<file path="src/gle_pkg.sv">
// Shared types, constants and helpers for the GIF LZW encoder.
package gle_pkg;

  // Dictionary geometry
  localparam int TABLE_SIZE = 16384;
  localparam int IDX_W      = $clog2(TABLE_SIZE);

  // Multiplicative hash: low 32 bits of key * HASH_MUL, top bits kept
  localparam logic [31:0] HASH_MUL = 32'h9E37_79B1;
  localparam int HASH_SHIFT = 18;
  localparam int HASH_W     = 32 - HASH_SHIFT;
  localparam int RED_W      = ((IDX_W > HASH_W) ? IDX_W : HASH_W) + 1;

  // LZW code space
  localparam int CODE_W = 12;
  localparam int KEY_W  = CODE_W + 8;
  localparam logic [CODE_W-1:0] MAX_CODE  = 12'd4095;
  localparam logic [3:0]        MAX_WIDTH = 4'd12;
  localparam logic [3:0]        MIN_SIZE_LO  = 4'd2;
  localparam logic [3:0]        MIN_SIZE_HI  = 4'd8;
  localparam logic [3:0]        MIN_SIZE_RST = 4'd8;

  // Dictionary generation tag; zero marks a wiped entry
  localparam int EPOCH_W = 8;

  // Bit packer
  localparam int ACC_W = 20;
  localparam int CNT_W = 5;

  // Front-to-back queue
  localparam int QUEUE_DEPTH = 2;
  localparam int QPTR_W      = (QUEUE_DEPTH > 1) ? $clog2(QUEUE_DEPTH) : 1;
  localparam int QCNT_W      = $clog2(QUEUE_DEPTH + 1);

  // Classified pixel as it travels from front to back
  typedef struct packed {
    logic       start;  // first pixel of a frame
    logic       last;   // final pixel of a frame
    logic [3:0] fm;     // minimum code size of this frame
    logic [7:0] pix;    // palette index, already masked to fm bits
  } item_t;

  // One code for the bit packer
  typedef struct packed {
    logic              final_code;  // end-of-information: flush afterwards
    logic [3:0]        width;
    logic [CODE_W-1:0] code;
  } pk_cmd_t;

  // One dictionary slot
  typedef struct packed {
    logic [EPOCH_W-1:0] epoch;
    logic [KEY_W-1:0]   key;
    logic [CODE_W-1:0]  code;
  } dict_entry_t;

  // Fold the hash into table range; the hash stays below twice the table size
  function automatic logic [IDX_W-1:0] reduce_hash(input logic [HASH_W-1:0] h);
    logic [RED_W-1:0] wide;
    wide = RED_W'(h);
    if (wide >= RED_W'(TABLE_SIZE)) begin
      wide = wide - RED_W'(TABLE_SIZE);
    end
    return wide[IDX_W-1:0];
  endfunction

endpackage

</file>
<file path="src/gle_queue.sv">
// Short FIFO of classified pixels between front and back.
module gle_queue (
  input  logic           clk,
  input  logic           rst,
  input  logic           in_valid,
  output logic           in_ready,
  input  gle_pkg::item_t in_item,
  output logic           out_valid,
  input  logic           out_ready,
  output gle_pkg::item_t out_item
);
  import gle_pkg::*;

  item_t             slots [QUEUE_DEPTH];
  logic [QPTR_W-1:0] wr_ptr;
  logic [QPTR_W-1:0] rd_ptr;
  logic [QCNT_W-1:0] count;
  logic              push;
  logic              pop;

  assign in_ready  = count < QCNT_W'(QUEUE_DEPTH);
  assign out_valid = count != '0;
  assign out_item  = slots[rd_ptr];
  assign push      = in_valid && in_ready;
  assign pop       = out_valid && out_ready;

  always_ff @(posedge clk) begin
    if (push) begin
      slots[wr_ptr] <= in_item;
    end
  end

  always_ff @(posedge clk) begin
    if (rst) begin
      wr_ptr <= '0;
      rd_ptr <= '0;
      count  <= '0;
    end else begin
      if (push) begin
        wr_ptr <= (wr_ptr == QPTR_W'(QUEUE_DEPTH - 1)) ? '0 : wr_ptr + 1'b1;
      end
      if (pop) begin
        rd_ptr <= (rd_ptr == QPTR_W'(QUEUE_DEPTH - 1)) ? '0 : rd_ptr + 1'b1;
      end
      if (push && !pop) begin
        count <= count + 1'b1;
      end else if (pop && !push) begin
        count <= count - 1'b1;
      end
    end
  end

endmodule

</file>
<file path="config.mk">
export PLATFORM = sky130hd
export DESIGN_NAME = gle_queue
export DESIGN_NICKNAME = d
export VERILOG_FILES = /design/src/gle_pkg.sv /design/src/gle_queue.sv
export SDC_FILE = /design/constraint.sdc
export NUM_CORES = 1
export LEC_CHECK = 0
export BUFFER_PORTS_ARGS = -buffer_cell sky130_fd_sc_hd__buf_2
export CORE_MARGIN = 2
export CORE_UTILIZATION = 50
export DETAILED_ROUTE_END_ITERATION = 7
export PLACE_DENSITY = 0.86
export SETUP_SLACK_MARGIN = 0.3
export SYNTH_ARGS = -nofsm -noshare
export SYNTH_HDL_FRONTEND = slang
export SYNTH_SLANG_ARGS = --single-unit
</file>
<file path="constraint.sdc">
create_clock -name clk -period 1.9 [get_ports clk]
set_input_delay 0.095 -clock clk [delete_from_list [all_inputs] [get_ports clk]]
set_output_delay 0.095 -clock clk [all_outputs]
set_load 0.02 [all_outputs]
</file>
==> results.cfg <==
[worst_setup_path]
cp_data_required_time_ns = 2.16
critical_path_class = reg2reg
path_cells = and2b_1 -> ha_1 -> or3_1 -> a21oi_1
r2r_slack_ns = 0.37
slowest_stage = dfxtp_1
cp.arrival_ns = 1.79
slowest_delay_ns = 0.40
critPathMaxFanout = 6
start_kind = flip-flop
cp-end-kind = flip-flop
worstReg2RegStart = count[1]
r2r_cells = 4
rr_endpoint = count[1]

[final_layout]
area_delta_synth_final_pct = 36.4
final_cell_mix = buf_2, edfxtp_1, dlygate4sd3_1
num_antenna_cells = 0
nFillCells = 150
final_cell_area_um2 = 1660
final_layout_size_suffix_gt1_frac = 0.476
nets = 142
layout_commonest_cell = buf_2

[synth]
seq_area_frac_synth = 0.771
syn-cell-area_um2 = 1220
syn_nets = 85
muxShareOfSynthArea = 0.129
synth_simple_gate_area_frac = 0.0390
synth_top_family_by_area = multiplexers
synthCells = 66
synth_compound_area_frac = 0.0123
yosys.area_share.adder = 0.0103
synth_xor_area_frac = 0.0287
avgSynthCellArea_um2 = 18.5
synthTopCellsByArea = edfxtp_1, mux2_2, dfxtp_1, xor2_1, nor2_1
yosys_warnings = 0
synth_top_area_cell = edfxtp_1
synthDominantCellAreaShare = 0.689
ys_ff_latch = 33
synth_cell_types = 16

[drt]
drtIter0Drc = 11
wl_per_cell_um = 14.0
vias = 735
drt_pass1_iterations = 4
antenna_left = 0
wirelength_um = 2130
via_per_inst = 4.84
drc = 0

[die]
initial_core_util = 0.541
core_um2 = 2250
row_count = 17
die_area_um2 = 2850
fp.dieW_um = 53.4
die_h_um = 53.4
io_pins = 34

[pwr]
switching_share = 0.315
p_seq_frac = 0.473
p_int_mw = 1.46
power_frac_comb = 0.346
power_frac_clock = 0.181
p_leak_nw = 0.652
p_per_area_nw_per_um2 = 1280
p_switching_uw = 673
peakVddDrop_v = 0.00104

[placement]
placed_cell_area_um2 = 1450
gp_congestion = 0.687
numPortBuffers = 33
dp_hpwl_um = 1390
dp_worst_setup_slack_ns = 0.374

[sta]
finalMaxSlewViolations = 0
worst_slew_pin_slew_ns = 0.325
finalHoldViolCount = 0
setup_violations = 0
fin_ws_ns = 0.373
slew_headroom = 0.782
fmax_mhz = 655
period_share = 0.803
clock_skew_ns = 0.0113
period_minus_slack_ns = 1.53
setup_tns_ns = 0
hold_slack_ns = 0.189
grt_setup_unrepaired = yes

[grt]
overflow = 0
grtUsageTotal = 0.175
grt_pass1_vias = 768
grt_max_degree = 11
grt_pass1_wl_um = 3170
antenna_found_initial = 0

[clock_tree]
insertion_delay_ns = 0.33
cts_sinks = 33
cts_htree_levels = 2
clock_tree.buffer_depth = 2
clk_pin_slew_worst_paths_ns = 0.09
cts_tree = built
cts_made_buffers = 5
cts_root_buffer = clkbuf_4

[job]
drv_cap = 0

[worst_hold_path]
hold_class = in2reg
hold_start = out_ready
holdPathStages = 4

[run_status]
status = completed
## cell usage after synthesis (all sizes together)
cell / number
dfxtp: 5
xor2: 3
inv: 1
mux2: 14
and2: 1
ha: 1
nor2: 4
and2b: 1
a21oi: 1
edfxtp: 28
or3: 1
xnor2: 1
buf: 1
o21ai: 2
or2: 1
nor2b: 1
## flip-flops by register name, indices dropped and copies added (netlist names), named ones only
name    count
rd_ptr      1
wr_ptr      1
slots      28
count       2
## worst max path at each step
| stage | start | to | slack [ns] |
|---|---|---|---|
| 6_report | count[1] | count[1] | 0.37 |
| 5_1_grt | count[1] | count[1] | 0.27 |
| 4_1_cts | flip-flop | out_item[0] | 0.33 |
| 3_5_place_dp | count[1] | count[1] | 0.37 |
| 3_3_place_gp | count[1] | count[1] | 0.47 |
| 2_1_floorplan | count[1] | count[1] | 0.50 |
## layout make-up
cell class              count  area [um^2]  share of cell area
clock buffers               8         58.8              0.0353
inverters                   1         3.75             0.00226
multi-input cells          31          270               0.162
flip-flops and latches     33          942               0.566
well taps                  28         35.0              0.0211
repair buffers             51          354               0.213
## metal layers
layer  wire length, um  track usage  vias to the layer above
met3               137       0.0876                        5
met2              1110        0.311                       29
met4                45       0.0897                        0
li1                  -            -                      361
met1               838        0.159                      340
met5                 0            0                        -
## metrics by stage
| stage | power [mW] | util | cells |
|---|---|---|---|
| 5_1_grt | 2.26 | 0.738 | 152 |
| 2_1_floorplan | 1.49 | - | 66 |
| 4_1_cts | 2.14 | 0.736 | 152 |
| 3_5_place_dp | 1.73 | 0.643 | 129 |
| 3_3_place_gp | 1.70 | 0.643 | 129 |
| 6_report | 2.13 | 0.738 | 152 |
## timing repair
| item | 4_1_cts | 5_1_grt |
|---|---|---|
| hold buffers | 15 | 0 |
| endpoints found under the hold margin | 33 | 0 |
| setup endpoints to repair | 10 | 11 |
| gates resized for setup | 1 | 2 |
| buffers inserted | 0 | 0 |
| gates cloned | 0 | 0 |
## power by group through the flow
| stage | sequential (mW) | combinational, mW | clock [mW] |
|---|---|---|---|
| after detailed placement | 1.02 | 0.712 | 0 |
| after CTS | 1.00 | 0.738 | 0.402 |
| after floorplan | 0.999 | 0.491 | 0 |
| final | 1.01 | 0.738 | 0.387 |
| after global placement | 1.01 | 0.692 | 0 |
| after global routing | 1.02 | 0.801 | 0.438 |
## cell families (layout without fill, tap and decap cells)
logic type	count (synthesis)	in the layout
adders and majority gates	1	1
buffers and inverters	2	60
muxes	14	14
DFF	33	33
and+or+nand+nor	9	9
xor gates and xnor gates	4	4
AOI/OAI and AO/OA	3	3
## worst max-delay path, delay by kind of cell (launching register included)
kind                     cells  cell delay [ns]
flip-flops                   1             0.40
AO/OA/AOI/OAI                1             0.13
AND/OR/NAND/NOR              2             0.61
adder cells (fa/ha/maj)      1             0.32
(Power assumes the default switching activity.)
