==> src/gle_pkg.sv <==
// Shared types, constants and helpers for the GIF LZW encoder.
package gle_pkg;

  // Dictionary geometry
  localparam int TABLE_SIZE = 16384;
  localparam int IDX_W      = $clog2(TABLE_SIZE);

  // Multiplicative hash: low 32 bits of key * HASH_MUL, top bits kept
  localparam logic [31:0] HASH_MUL = 32'h9E37_79B1;
  localparam int HASH_SHIFT = 18;
  localparam int HASH_W     = 32 - HASH_SHIFT;
  localparam int RED_W      = ((IDX_W > HASH_W) ? IDX_W : HASH_W) + 1;

  // LZW code space
  localparam int CODE_W = 12;
  localparam int KEY_W  = CODE_W + 8;
  localparam logic [CODE_W-1:0] MAX_CODE  = 12'd4095;
  localparam logic [3:0]        MAX_WIDTH = 4'd12;
  localparam logic [3:0]        MIN_SIZE_LO  = 4'd2;
  localparam logic [3:0]        MIN_SIZE_HI  = 4'd8;
  localparam logic [3:0]        MIN_SIZE_RST = 4'd8;

  // Dictionary generation tag; zero marks a wiped entry
  localparam int EPOCH_W = 8;

  // Bit packer
  localparam int ACC_W = 20;
  localparam int CNT_W = 5;

  // Front-to-back queue
  localparam int QUEUE_DEPTH = 2;
  localparam int QPTR_W      = (QUEUE_DEPTH > 1) ? $clog2(QUEUE_DEPTH) : 1;
  localparam int QCNT_W      = $clog2(QUEUE_DEPTH + 1);

  // Classified pixel as it travels from front to back
  typedef struct packed {
    logic       start;  // first pixel of a frame
    logic       last;   // final pixel of a frame
    logic [3:0] fm;     // minimum code size of this frame
    logic [7:0] pix;    // palette index, already masked to fm bits
  } item_t;

  // One code for the bit packer
  typedef struct packed {
    logic              final_code;  // end-of-information: flush afterwards
    logic [3:0]        width;
    logic [CODE_W-1:0] code;
  } pk_cmd_t;

  // One dictionary slot
  typedef struct packed {
    logic [EPOCH_W-1:0] epoch;
    logic [KEY_W-1:0]   key;
    logic [CODE_W-1:0]  code;
  } dict_entry_t;

  // Fold the hash into table range; the hash stays below twice the table size
  function automatic logic [IDX_W-1:0] reduce_hash(input logic [HASH_W-1:0] h);
    logic [RED_W-1:0] wide;
    wide = RED_W'(h);
    if (wide >= RED_W'(TABLE_SIZE)) begin
      wide = wide - RED_W'(TABLE_SIZE);
    end
    return wide[IDX_W-1:0];
  endfunction

endpackage

==> src/gle_packer.sv <==
// Bit packer: variable-width codes in, bytes out LSB first, registered output.
module gle_packer (
  input  logic             clk,
  input  logic             rst,
  input  logic             cmd_valid,
  output logic             cmd_ready,
  input  gle_pkg::pk_cmd_t cmd,
  output logic             m_axis_tvalid,
  input  logic             m_axis_tready,
  output logic [7:0]       m_axis_tdata,
  output logic             m_axis_tlast
);
  import gle_pkg::*;

  logic [ACC_W-1:0] acc;
  logic [CNT_W-1:0] cnt;
  logic             fin;
  logic             byte_avail;
  logic             byte_last;
  logic             load;

  assign cmd_ready  = (cnt < CNT_W'(8)) && !fin;
  assign byte_avail = (cnt >= CNT_W'(8)) || (fin && cnt != '0);
  assign byte_last  = fin && (cnt <= CNT_W'(8));
  assign load       = byte_avail && (!m_axis_tvalid || m_axis_tready);

  always_ff @(posedge clk) begin
    if (load) begin
      m_axis_tdata <= acc[7:0];
      m_axis_tlast <= byte_last;
    end
  end

  always_ff @(posedge clk) begin
    if (rst) begin
      acc           <= '0;
      cnt           <= '0;
      fin           <= 1'b0;
      m_axis_tvalid <= 1'b0;
    end else begin
      if (cmd_valid && cmd_ready) begin
        acc <= acc | (ACC_W'(cmd.code) << cnt);
        cnt <= cnt + CNT_W'(cmd.width);
        fin <= cmd.final_code;
      end else if (load) begin
        if (byte_last) begin
          acc <= '0;
          cnt <= '0;
          fin <= 1'b0;
        end else begin
          acc <= acc >> 8;
          cnt <= cnt - CNT_W'(8);
        end
      end
      if (load) begin
        m_axis_tvalid <= 1'b1;
      end else if (m_axis_tready) begin
        m_axis_tvalid <= 1'b0;
      end
    end
  end

  a_cnt_bound: assert property (@(posedge clk) disable iff (rst)
    cnt < CNT_W'(ACC_W))
    else $error("bit count overflows accumulator");

  a_final_clears: assert property (@(posedge clk) disable iff (rst)
    (load && byte_last) |=> (cnt == '0) && !fin && (acc == '0))
    else $error("packer not empty after final byte");

endmodule
==> config.mk <==
export PLATFORM = sky130hd
export DESIGN_NAME = gle_packer
export DESIGN_NICKNAME = d
export VERILOG_FILES = /design/src/gle_pkg.sv /design/src/gle_packer.sv
export SDC_FILE = /design/constraint.sdc
export NUM_CORES = 1
export LEC_CHECK = 0
export BUFFER_PORTS_ARGS = -buffer_cell sky130_fd_sc_hd__buf_2
export CORE_ASPECT_RATIO = 1.4
export CORE_UTILIZATION = 32
export CTS_CLUSTER_SIZE = 25
export DETAILED_ROUTE_END_ITERATION = 8
export GPL_ROUTABILITY_DRIVEN = 0
export HOLD_SLACK_MARGIN = 0.1
export PLACE_DENSITY = 0.47
export SYNTH_ARGS = -nofsm -noshare
export SYNTH_HDL_FRONTEND = slang
export SYNTH_SLANG_ARGS = --single-unit
==> constraint.sdc <==
create_clock -name clk -period 4.7 [get_ports clk]
set_input_delay 0.235 -clock clk [delete_from_list [all_inputs] [get_ports clk]]
set_output_delay 0.235 -clock clk [all_outputs]
set_load 0.1 [all_outputs]
==> flow_summary.yaml <==
yosys:
  synthCells: 247
  synth_fa_ha_area_frac: 0.03679
  synth_nets: 274
  synthXorXnorAreaFrac: 0.007804
  ys.flop_type: "dfxtp_1"
  synth_top_family_by_area: "compound AO/OA/AOI/OAI gates"
  synth.avg_cell_area_sq_um: 9.088
  synth_warnings: 0
  synth-simple-area-share: 0.1839
  async_reset_ff_frac: 0
  yosysSeqAreaShare: 0.3612
  synth-seq-cells: 36
  synth_mux_area_frac: 0.1656
  synth-compound-area-share: 0.1973
  synth_cell_types: 49
  synth_edf_count: 9
  syn_area_sq_um: 2245
global_routing:
  grt_max_degree: 28
  grt_usage: 0.1755
  grt_first_pass_wirelength_um: 9680
  grt_pass1_vias: 1834
  antenna_found_initial: 0
  grt.overflow.total: 0
critical_path:
  path_buf_inv: 0
  slowest_delay_ps: 820
  cp_max_fo: 23
  start_kind: "register"
  crit_required_ps: 4930
  worst_path_dominant_cell_family: "compound AO/OA/AOI/OAI gates"
  critPathCaptureType: "register"
  reg2regPathDepth: 5
  path_class: "register to register"
  crit_slowest_cell: "a221oi_2"
  crit_arrival_ps: 3070
  cp.depth: 5
  crit_chain: "or4_1, or3_1, a221oi_2, a22oi_2, a21oi_2"
cts:
  clkLatencyLatePin_ps: 300
  post_cts.repair.setup_buffers: 0
  ctsHtreeMaxLevel: 2
  cts_resized: 0
  cts-root-buf: "clkbuf_8"
  clk_pin_slew_ps: 70
  cts_sinks: 36
  cts_tree: "yes"
  ctsHoldBuffers: 0
  cts_buffer_depth: 2
  numCtsBuffers: 5
die:
  dieArea_sq_um: 7359
  start_util: 0.3350
  die_w_um: 72.79
  io_pins: 32
  core_sq_um: 6700
  row_count: 35
  die_h_um: 101.1
routing:
  routed_wl_um: 5908
  via_per_inst: 5.304
  drc: 0
  drt_iter0_drc: 125
  dr.pass1.iters: 4
  dr_total_vias: 1920
  post_drt_wl_per_cell_um: 16.32
  drtAntennaViolNets: 0
sta:
  fmax_ghz: 0.3523
  setup_tns_ps: 0
  fin_crit_sh: 0.6039
  timing.final.crit_period_ps: 2838
  setup_viol: 0
  finalHoldViolCount: 0
  worstMarginPinSlew_ps: 1138
  maxSlewViolCount: 0
  rsz0062_at_grt: "no"
  finClkSkew_ps: 7.391
  slew_headroom: 0.2378
finish:
  fin_area_sq_um: 2534
  final_cell_mix: "buf_2, dfxtp_1, nand2_1"
  register_area_sq_um: 810.8
  final_common_cell: "buf_2"
  multi_input_area_sq_um: 1328
  fill_cells: 698
  synthToLayoutAreaGrowth_pct: 12.88
  antenna_cells: 0
  layout.nets: 296
  layout-drive-gt1-share: 0.2259
min_path:
  min_path_cells: 3
  hold_class: "input pin to register"
pwr:
  leakage_nw: 0.9653
  peakVddDrop_v: 0.0001977
  power_density_nw_per_um2: 743.6
placement:
  place_area_sq_um: 2446
  place.detailed.hpwl_um: 4441
  portBuffers: 31
run:
  drv_cap: 0
outcome:
  outcome: "complete, no violations"
[worst register-to-register path: stages, from the launching register on]
cell and delay [ps]:
dfxtp_1 570, or4_1 640, or3_1 370, a221oi_2 820, a22oi_2 210, a21oi_2 160
[worst paths after layout]
path / from / end / slack [ps]
max: cnt[2] / acc[8] / 1860
min: cmd[16] / fin / 190
max reg2reg: cnt[2] / acc[8] / 1860
min reg2reg: acc[4] / m_axis_tdata[4] / 440
[registers in the layout, summed over array words and instances (netlist names)]
name	cells
cnt	5
fin	1
acc	20
m_axis_tdata	8
m_axis_tlast	1
m_axis_tvalid	1
[power breakdown]
group / internal (W) / switching, W / total (W)
logic: 0.000312 / 0.000822 / 0.00113
registers: 0.000447 / 0.0000827 / 0.000530
clock network: 0.000103 / 0.000117 / 0.000220
[per-stage QoR]
step	setup slack, ps	hold WS (ps)	util	std cells	total power (W)
global route	1675	229.5	0.3782	362	0.002012
floorplan	956.1	395.5	-	247	0.001462
global placement	1841	420.9	0.3651	354	0.001674
finish	1862	192.6	0.3782	362	0.001884
CTS	1831	190.7	0.3782	362	0.001899
detailed placement	1828	422.0	0.3651	354	0.001673
[cell usage after synthesis, types with 2 or more instances]
master	instances	area, sq um
and2_1	2	12.51
clkbuf_1	11	41.29
a32oi_1	2	17.52
dfxtp_1	27	540.5
inv_1	4	15.01
edfxtp_1	9	270.3
o211ai_1	2	15.01
a221oi_1	6	52.55
a22o_1	2	17.52
nor4_1	3	18.77
mux2_2	13	146.4
nor3_1	7	35.03
nand3_1	8	40.04
nand2b_1	5	31.28
mux2i_1	18	180.2
a22oi_1	7	52.55
buf_1	2	7.510
buf_2	4	20.02
nor2b_1	4	25.02
and3_1	2	12.51
o21ai_0	7	35.03
buf_6	2	22.52
nand2_1	25	93.84
xor2_1	2	17.52
nor2_1	18	67.56
ha_1	5	62.56
a21oi_1	17	85.08
a32o_1	2	20.02
and3b_1	2	17.52
or3_1	2	12.51
a31oi_1	3	18.77
a21o_1	2	15.01
o22ai_1	5	31.28
mux4_2	2	45.04
[final cells by class]
type	count	share of cell area
Inverter	4	0.005926
Timing Repair Buffer	34	0.07012
Sequential cell	36	0.3200
Clock buffer	5	0.02716
Multi-Input combinational cell	188	0.5239
Tap cell	92	0.04543
Clock inverter	3	0.007407
[per-layer routing]
metal | track usage | share of wire | vias to the layer above
li1 | - | - | 967
met1 | 0.2226 | 0.45 | 904
met2 | 0.3012 | 0.50 | 43
met3 | 0.02100 | 0.027 | 6
met4 | 0.06787 | 0.016 | 0
met5 | 0 | 0 | -
[cells by family after synthesis]
logic type	after synthesis
AND/OR/NAND/NOR	84
multiplexers	33
buffers and inverters	23
AO/OA/AOI/OAI	63
XOR/XNOR	2
flip-flops	36
adder cells (fa/ha/maj)	6
Power figures use the tool's default switching activity.
