`config.mk`:
```
export PLATFORM = sky130hd
export DESIGN_NAME = gle_front
export DESIGN_NICKNAME = d
export VERILOG_FILES = /design/src/gle_pkg.sv /design/src/gle_front.sv
export SDC_FILE = /design/constraint.sdc
export NUM_CORES = 1
export LEC_CHECK = 0
export BUFFER_PORTS_ARGS = -buffer_cell sky130_fd_sc_hd__buf_4
export CORE_MARGIN = 2
export CORE_UTILIZATION = 42
export DETAILED_ROUTE_END_ITERATION = 16
export HOLD_SLACK_MARGIN = 0.05
export PLACE_DENSITY = 0.77
export SLEW_MARGIN = 5
export SYNTH_ARGS = -nofsm -noshare
export SYNTH_HDL_FRONTEND = slang
export SYNTH_SLANG_ARGS = --single-unit
```
`constraint.sdc`:
```
create_clock -name clk -period 2.64 [get_ports clk]
set_clock_uncertainty 0.05 [all_clocks]
set_input_delay 0.132 -clock clk [delete_from_list [all_inputs] [get_ports clk]]
set_output_delay 0.132 -clock clk [all_outputs]
set_load 0.01 [all_outputs]
```
`src/gle_pkg.sv`:
```
// Shared types, constants and helpers for the GIF LZW encoder.
package gle_pkg;

  // Dictionary geometry
  localparam int TABLE_SIZE = 16384;
  localparam int IDX_W      = $clog2(TABLE_SIZE);

  // Multiplicative hash: low 32 bits of key * HASH_MUL, top bits kept
  localparam logic [31:0] HASH_MUL = 32'h9E37_79B1;
  localparam int HASH_SHIFT = 18;
  localparam int HASH_W     = 32 - HASH_SHIFT;
  localparam int RED_W      = ((IDX_W > HASH_W) ? IDX_W : HASH_W) + 1;

  // LZW code space
  localparam int CODE_W = 12;
  localparam int KEY_W  = CODE_W + 8;
  localparam logic [CODE_W-1:0] MAX_CODE  = 12'd4095;
  localparam logic [3:0]        MAX_WIDTH = 4'd12;
  localparam logic [3:0]        MIN_SIZE_LO  = 4'd2;
  localparam logic [3:0]        MIN_SIZE_HI  = 4'd8;
  localparam logic [3:0]        MIN_SIZE_RST = 4'd8;

  // Dictionary generation tag; zero marks a wiped entry
  localparam int EPOCH_W = 8;

  // Bit packer
  localparam int ACC_W = 20;
  localparam int CNT_W = 5;

  // Front-to-back queue
  localparam int QUEUE_DEPTH = 2;
  localparam int QPTR_W      = (QUEUE_DEPTH > 1) ? $clog2(QUEUE_DEPTH) : 1;
  localparam int QCNT_W      = $clog2(QUEUE_DEPTH + 1);

  // Classified pixel as it travels from front to back
  typedef struct packed {
    logic       start;  // first pixel of a frame
    logic       last;   // final pixel of a frame
    logic [3:0] fm;     // minimum code size of this frame
    logic [7:0] pix;    // palette index, already masked to fm bits
  } item_t;

  // One code for the bit packer
  typedef struct packed {
    logic              final_code;  // end-of-information: flush afterwards
    logic [3:0]        width;
    logic [CODE_W-1:0] code;
  } pk_cmd_t;

  // One dictionary slot
  typedef struct packed {
    logic [EPOCH_W-1:0] epoch;
    logic [KEY_W-1:0]   key;
    logic [CODE_W-1:0]  code;
  } dict_entry_t;

  // Fold the hash into table range; the hash stays below twice the table size
  function automatic logic [IDX_W-1:0] reduce_hash(input logic [HASH_W-1:0] h);
    logic [RED_W-1:0] wide;
    wide = RED_W'(h);
    if (wide >= RED_W'(TABLE_SIZE)) begin
      wide = wide - RED_W'(TABLE_SIZE);
    end
    return wide[IDX_W-1:0];
  endfunction

endpackage

```
`src/gle_front.sv`:
```
// Input side: configuration register, frame tracking and pixel classification.
module gle_front (
  input  logic           clk,
  input  logic           rst,
  input  logic           cfg_valid,
  output logic           cfg_ready,
  input  logic [3:0]     cfg_data,
  input  logic           s_axis_tvalid,
  output logic           s_axis_tready,
  input  logic [7:0]     s_axis_tdata,   // [7:0] pixel_index
  input  logic           s_axis_tlast,   // last_pixel
  input  logic           wiping,
  output logic           q_valid,
  input  logic           q_ready,
  output gle_pkg::item_t q_item
);
  import gle_pkg::*;

  logic [3:0] min_code_size;
  logic [3:0] frame_min;
  logic       frame_open;
  logic [3:0] clamped;
  logic [3:0] fm_use;
  logic       accept;

  always_comb begin
    priority if (min_code_size < MIN_SIZE_LO) begin
      clamped = MIN_SIZE_LO;
    end else if (min_code_size > MIN_SIZE_HI) begin
      clamped = MIN_SIZE_HI;
    end else begin
      clamped = min_code_size;
    end
  end

  assign fm_use        = frame_open ? frame_min : clamped;
  assign cfg_ready     = 1'b1;
  assign s_axis_tready = q_ready && !wiping;
  assign q_valid       = s_axis_tvalid && !wiping;
  assign accept        = s_axis_tvalid && s_axis_tready;

  always_comb begin
    q_item.start = !frame_open;
    q_item.last  = s_axis_tlast;
    q_item.fm    = fm_use;
    q_item.pix   = s_axis_tdata & ((8'd1 << fm_use) - 8'd1);
  end

  always_ff @(posedge clk) begin
    if (rst) begin
      min_code_size <= MIN_SIZE_RST;
      frame_min     <= MIN_SIZE_RST;
      frame_open    <= 1'b0;
    end else begin
      if (cfg_valid && cfg_ready) begin
        min_code_size <= cfg_data;
      end
      if (accept) begin
        frame_open <= !s_axis_tlast;
        frame_min  <= fm_use;
      end
    end
  end

endmodule

```
==> results of run 1 <==
## layout make-up
type                       count  area, sq um  area share [%]
sequential                     9          184            17.7
timing repair buffer          45          343            33.0
clock buffer                   4         26.3            2.53
tap                           16         20.0            1.93
multi-input combinational     62          450            43.4
inverter                       4         15.0            1.45
## final timing paths
path | start | to | cells after the start
setup / recovery | min_code_size[1] | q_item[2] | 8
hold / removal | rst | min_code_size[1] | 2
setup reg to reg | frame_open | frame_min[2] | 3
hold reg to reg | min_code_size[1] | min_code_size[1] | 2
## cells by family (layout without fill, tap and decap cells)
kind of cell,after synthesis,after routing
DFF,9,9
buffers and inverters,10,53
AOI/OAI and AO/OA,22,22
muxes,4,4
and+or+nand+nor,34,34
adders and majority gates,1,1
other,1,1
## repair_timing
| action | in CTS | in global routing |
|---|---|---|
| endpoints found under the setup margin | 3 | 3 |
| pin swaps | 3 | 8 |
| hold endpoints to repair | 2 | 0 |
| resized for setup | 4 | 9 |
| setup buffers | 3 | 1 |
| hold buffers | 2 | 0 |
## per-layer routing
metal  vias up  track usage, %
met1       322            20.8
met4         0            9.09
li1        372               -
met2        38            34.8
met3         6            4.26
met5         -               0
## metrics by stage
stage / power [mW] / hold WS (ns)
detailed placement: 0.273 / 0.279
CTS: 0.384 / 0.0592
global placement: 0.270 / 0.272
floorplan: 0.214 / 0.178
global route: 0.412 / 0.0588
finish: 0.386 / 0.0637
## critical path: stages (launching register included)
cell      delay [ns]
dfxtp_2         0.33
nand2b_1        0.13
a22oi_1         0.20
inv_1           0.11
or3_2           0.49
ha_4            0.18
or4_4           0.47
a21boi_2        0.14
buf_4           0.12
## Yosys cell counts (2+ instances only)
cell type	number	area share [%]
o31ai_1	2	2.4
mux2i_1	4	6.3
dfxtp_1	9	28
a211oi_1	4	4.7
nand2_1	7	4.1
a21oi_1	3	2.4
inv_1	3	1.8
nor2_1	9	5.3
clkbuf_1	3	1.8
nand2b_1	2	2.0
and2_1	3	2.9
o21ai_0	2	1.6
nor2b_1	4	3.9
buf_4	2	2.4
## cell usage in the layout (no fill, tap or decap), drive strengths merged, types with 3 or more instances in the layout
| cell type | n |
|---|---|
| clkbuf | 4 |
| a21oi | 3 |
| buf | 43 |
| nand2 | 7 |
| mux2i | 4 |
| dfxtp | 9 |
| inv | 4 |
| nor2b | 4 |
| and2 | 3 |
| a211oi | 4 |
| nor2 | 9 |
## flip-flops by register name, indices dropped and copies added, names as in the netlist
signal and cells:
frame_open 1, frame_min 4, min_code_size 4
## power breakdown
group          total [mW]  internal, mW  switching, mW
clock network       0.101        0.0579         0.0433
logic               0.134        0.0748         0.0590
registers           0.151         0.144        0.00758
total               0.386         0.276          0.110
==> flow_metrics.py, run 1 <==
metrics = {
    "routing": {
        "antenna_left": 0,
        "m1WireLength_microns": 711,
        "vias": 738,
        "routed.top_layer": "met4",
        "wl_met2_microns": 861,
        "routed_wl_microns": 1760,
        "drt_iter0_drc": 4,
        "post_drt_wl_per_cell_microns": 12.6,
        "drc_errors": 0,
        "vias_per_cell": 5.27,
        "drt_first_pass_iters": 4,
        "route.met3.wl_microns": 146,
    },
    "yosys": {
        "synth_edf_count": 0,
        "synthMuxAreaShare_pct": 6.29,
        "synth_top_family_by_area": "simple AND/OR/NAND/NOR gates",
        "yosysSeqAreaShare_pct": 28.3,
        "synth_xor_area_share_pct": 0,
        "syn_nets": 101,
        "async_reset_ff_share_pct": 0,
        "synth_seq_cells": 9,
        "synthAdderAreaFrac_pct": 1.96,
        "synth_compound_area_share_pct": 26.1,
        "netlist_instances": 81,
        "synth.avg_cell_area_sq_um": 7.86,
        "netlist_area_sq_um": 637,
        "synth-main-ff-cell": "dfxtp_1",
        "yosys.area_share.simple_pct": 28.5,
        "ys_warn_count": 0,
        "ys_types": 38,
    },
    "pwr": {
        "leakagePower_nw": 0.479,
        "power_density_nw_per_um2": 372,
        "vdd_drop_max_v": 0.000260,
    },
    "placed_design": {
        "dpl.hpwl_microns": 1310,
        "dpl_worst_slack_ns": 0.176,
        "io_buffers": 34,
        "placed_area_sq_um": 912,
        "dp_cells": 130,
        "gp_congestion": 0.832,
    },
    "job": {
        "maxCapViolations": 0,
    },
    "clock_tree": {
        "cts_root_buf": "clkbuf_4",
        "clkSlewWorstSetupHoldPaths_ns": 0.06,
        "clockBufferDepth": 2,
        "cts_tree": "built",
        "cts_max_level": 1,
        "clk_latency_ns": 0.25,
        "cts_buffers": 3,
        "clkSinkCount": 9,
    },
    "cells_and_area": {
        "nFillCells": 123,
        "drive_above_1_share_pct": 50.0,
        "finalNonFillerCells": 140,
        "fin_util_pct": 70.6,
        "diodes": 0,
        "areaGrowthSynthToFinish_pct": 63.1,
        "design_area_sq_um": 1040,
        "nets": 145,
    },
    "sta": {
        "setup_viol": 0,
        "period_share_pct": 98.9,
        "setup_tns_ns": 0,
        "fmax_mhz": 383,
        "period_needed_ns": 2.61,
        "maxSlewViolCount": 0,
        "hold_violations": 0,
        "rsz0062_at_grt": "true",
        "setup_slack_ns": 0.0283,
    },
    "worst_setup_path": {
        "cp.required_ns": 2.46,
        "cp.arrival_ns": 2.43,
        "end_kind": "output pin",
        "cp_max_fo": 4,
        "start_kind": "flip-flop",
        "r2r_slack_ns": 1.18,
        "timing_worst_setup_path_type": "flip-flop to output pin",
    },
    "die": {
        "start_util_pct": 43.3,
        "die-height_microns": 42.9,
        "fp.dieW_microns": 42.9,
        "core_sq_um": 1470,
        "rows": 14,
        "die_area_sq_um": 1840,
        "io_pins": 36,
    },
    "global_routing": {
        "track_usage_pct": 19.2,
        "grt_overflow": 0,
        "grt_pass1_vias": 706,
        "antenna_found_initial": 0,
        "grt_max_degree": 11,
        "grt_pass1_wl_microns": 2760,
    },
    "status": {
        "outcome": "completed",
    },
    "worst_hold_path": {
        "hold_class": "primary input to flip-flop",
    },
}
No activity file was read; power rests on OpenSTA's default activity.
==> run 2, diff against run 1 <==
--- a/config.mk
+++ b/config.mk
@@ -7,10 +7,10 @@
 export LEC_CHECK = 0
 export BUFFER_PORTS_ARGS = -buffer_cell sky130_fd_sc_hd__buf_4
 export CORE_MARGIN = 2
-export CORE_UTILIZATION = 42
+export CORE_UTILIZATION = 45
 export DETAILED_ROUTE_END_ITERATION = 16
 export HOLD_SLACK_MARGIN = 0.05
-export PLACE_DENSITY = 0.77
+export PLACE_DENSITY = 0.81
 export SLEW_MARGIN = 5
 export SYNTH_ARGS = -nofsm -noshare
 export SYNTH_HDL_FRONTEND = slang
==> constraint.sdc (replaced) <==
create_clock -name clk -period 3.3 [get_ports clk]
set_clock_uncertainty 0.05 [all_clocks]
set_input_delay 0.165 -clock clk [delete_from_list [all_inputs] [get_ports clk]]
set_output_delay 0.165 -clock clk [all_outputs]
set_load 0.01 [all_outputs]
==> run 2 against run 1 <==
Critical path depth unchanged. Register-to-register slack better by 0.80 ns. Core utilization down 1.1 points. Sequential power down 19%. Non-clock buffer count fell by 10. Design area is 12% lower. Setup slack improved by 0.29 ns. Die area decreased by 6.1%. Routed wire length decreased by 16%. Sequential share of layout area rose by 2.1 points.
==> flow_metrics.py, run 2 (synthesized netlist as in run 1, its figures left out) <==
metrics = {
    "pwr": {
        "leakagePower_nw": 0.422,
        "power_density_nw_per_um2": 320,
        "switching_share_pct": 28.0,
        "vdd_drop_max_v": 0.000219,
        "power.internal_uw": 211,
        "pwr-share-seq_pct": 41.8,
        "clock_power_share_pct": 27.7,
        "finalPower_uw": 293,
        "combPwrFrac_pct": 30.5,
        "p_sw_uw": 82.0,
    },
    "cells_and_area": {
        "top_regs": "frame_min x4, min_code_size x4, frame_open x1",
        "nFillCells": 128,
        "multiInputGateArea_sq_um": 409,
        "nets": 135,
        "drive_above_1_share_pct": 38.6,
        "seq_area_sq_um": 181,
        "diodes": 0,
        "final_cell_mix": "34 x buf_4, 9 x nor2_1, 8 x dfxtp_1",
        "areaGrowthSynthToFinish_pct": 43.8,
        "layout.cells.most_common": "buf_4",
    },
    "placed_design": {
        "dpl.hpwl_microns": 1210,
        "io_buffers": 34,
        "gp_congestion": 0.841,
    },
    "clock_tree": {
        "clockBufferDepth": 2,
        "clk_latency_ns": 0.25,
        "cts_root_buf": "clkbuf_4",
        "cts_buffers": 3,
        "cts_tree": "built",
        "cts_max_level": 1,
        "clkSlewWorstSetupHoldPaths_ns": 0.06,
        "clkSinkCount": 9,
    },
    "worst_setup_path": {
        "reg2reg_to": "frame_min[2]",
        "cp.required_ns": 3.08,
        "reg2reg_from": "frame_open",
        "start_kind": "flip-flop",
        "r2r_slack_ns": 1.98,
        "reg2reg_depth": 2,
        "end_kind": "output pin",
        "cp.arrival_ns": 2.76,
        "cp_max_fo": 13,
        "timing_worst_setup_path_type": "flip-flop to output pin",
    },
    "routing": {
        "post_drt_wl_per_cell_microns": 11.5,
        "routed_wl_microns": 1480,
        "vias_per_cell": 5.43,
        "antenna_left": 0,
        "vias": 700,
        "drt_first_pass_iters": 4,
        "drt_iter0_drc": 10,
        "drc_errors": 0,
    },
    "die": {
        "rows": 13,
        "core_sq_um": 1320,
        "fp.dieW_microns": 41.6,
        "start_util_pct": 48.3,
        "die_area_sq_um": 1730,
        "die-height_microns": 41.6,
        "io_pins": 36,
    },
    "global_routing": {
        "grt_max_degree": 14,
        "track_usage_pct": 19.4,
        "grt_pass1_wl_microns": 2770,
        "antenna_found_initial": 0,
        "grt_overflow": 0,
        "grt_pass1_vias": 648,
    },
    "job": {
        "maxCapViolations": 0,
    },
    "sta": {
        "rsz0062_at_grt": "false",
        "setup_viol": 0,
        "period_needed_ns": 2.98,
        "setup_tns_ns": 0,
        "maxSlewViolCount": 0,
        "fmax_mhz": 336,
        "period_share_pct": 90.2,
        "hold_violations": 0,
    },
    "status": {
        "outcome": "completed",
    },
    "worst_hold_path": {
        "hold_depth": 2,
        "hold_class": "primary input to flip-flop",
        "holdCritStartpoint": "cfg_data[3]",
        "holdPathEnd": "min_code_size[3]",
    },
}
-- run 2: changes by cell type in the layout (fill, tap and decap cells not counted), sizes merged --
cell         before  now
dlygate4sd3       2    1
buf              43   34
-- run 2: worst max path at each step --
stage / startpoint / end / slack (ns) / depth (start not counted)
final: frame_open / q_item[2] / 0.32 / 8
after global routing: frame_open / q_item[2] / 0.09 / 8
after CTS: frame_open / q_item[2] / 0.04 / 8
after detailed placement: frame_open / q_item[2] / 0.31 / 8
after global placement: frame_open / q_item[2] / 0.42 / 8
after floorplan: frame_open / q_item[2] / 0.70 / 7
-- run 2: power by group through the flow --
| stage | sequential (mW) | clock, mW | combinational [mW] |
|---|---|---|---|
| 4_1_cts | 0.122 | 0.0857 | 0.0897 |
| 2_1_floorplan | 0.121 | 0 | 0.0498 |
| 6_report | 0.122 | 0.0812 | 0.0894 |
| 3_3_place_gp | 0.124 | 0 | 0.0872 |
| 5_1_grt | 0.124 | 0.0890 | 0.0999 |
| 3_5_place_dp | 0.124 | 0 | 0.0884 |
-- run 2: area by class of cell --
| cell class | count | area share (%) |
|---|---|---|
| Clock buffer | 4 | 2.87 |
| Inverter | 4 | 1.64 |
| Multi-Input combinational cell | 62 | 44.7 |
| Sequential cell | 9 | 19.8 |
| Tap cell | 15 | 2.05 |
| Timing Repair Buffer | 35 | 29.0 |
-- run 2: critical path, stage by stage, from the launching register on --
cell and delay, ns:
dfxtp_2 0.46, nor2_1 0.13, a22oi_2 0.22, inv_1 0.14
or3_2 0.46, ha_1 0.28, or4_1 0.53, a21boi_1 0.15
buf_4 0.13
-- run 2: through the flow --
step / setup WS, ns / instances / util [%] / hold slack (ns) / instance area (sq um)
finish: 0.323 / 129 / 69.5 / 0.0670 / 916
global route: 0.0940 / 129 / 69.5 / 0.0598 / 916
CTS: 0.0373 / 129 / 69.0 / 0.0588 / 910
detailed placement: 0.308 / 124 / 66.3 / 0.312 / 873
global placement: 0.421 / 124 / 66.3 / 0.311 / 873
floorplan: 0.704 / 81 / - / 0.211 / 637
-- run 2: metal layers --
layer  up-vias  routed length [microns]  track usage [%]
met4         0                        5             7.74
met5         -                        0                0
met1       310                      663             27.2
met2        30                      696             30.3
li1        358                        -                -
met3         2                      117             2.17
-- run 2: timing repair --
item                       CTS  global route
setup buffers                0             0
setup endpoints to repair    0             2
resized for setup            0             2
hold buffers                 1             0
hold endpoints to repair     1             0
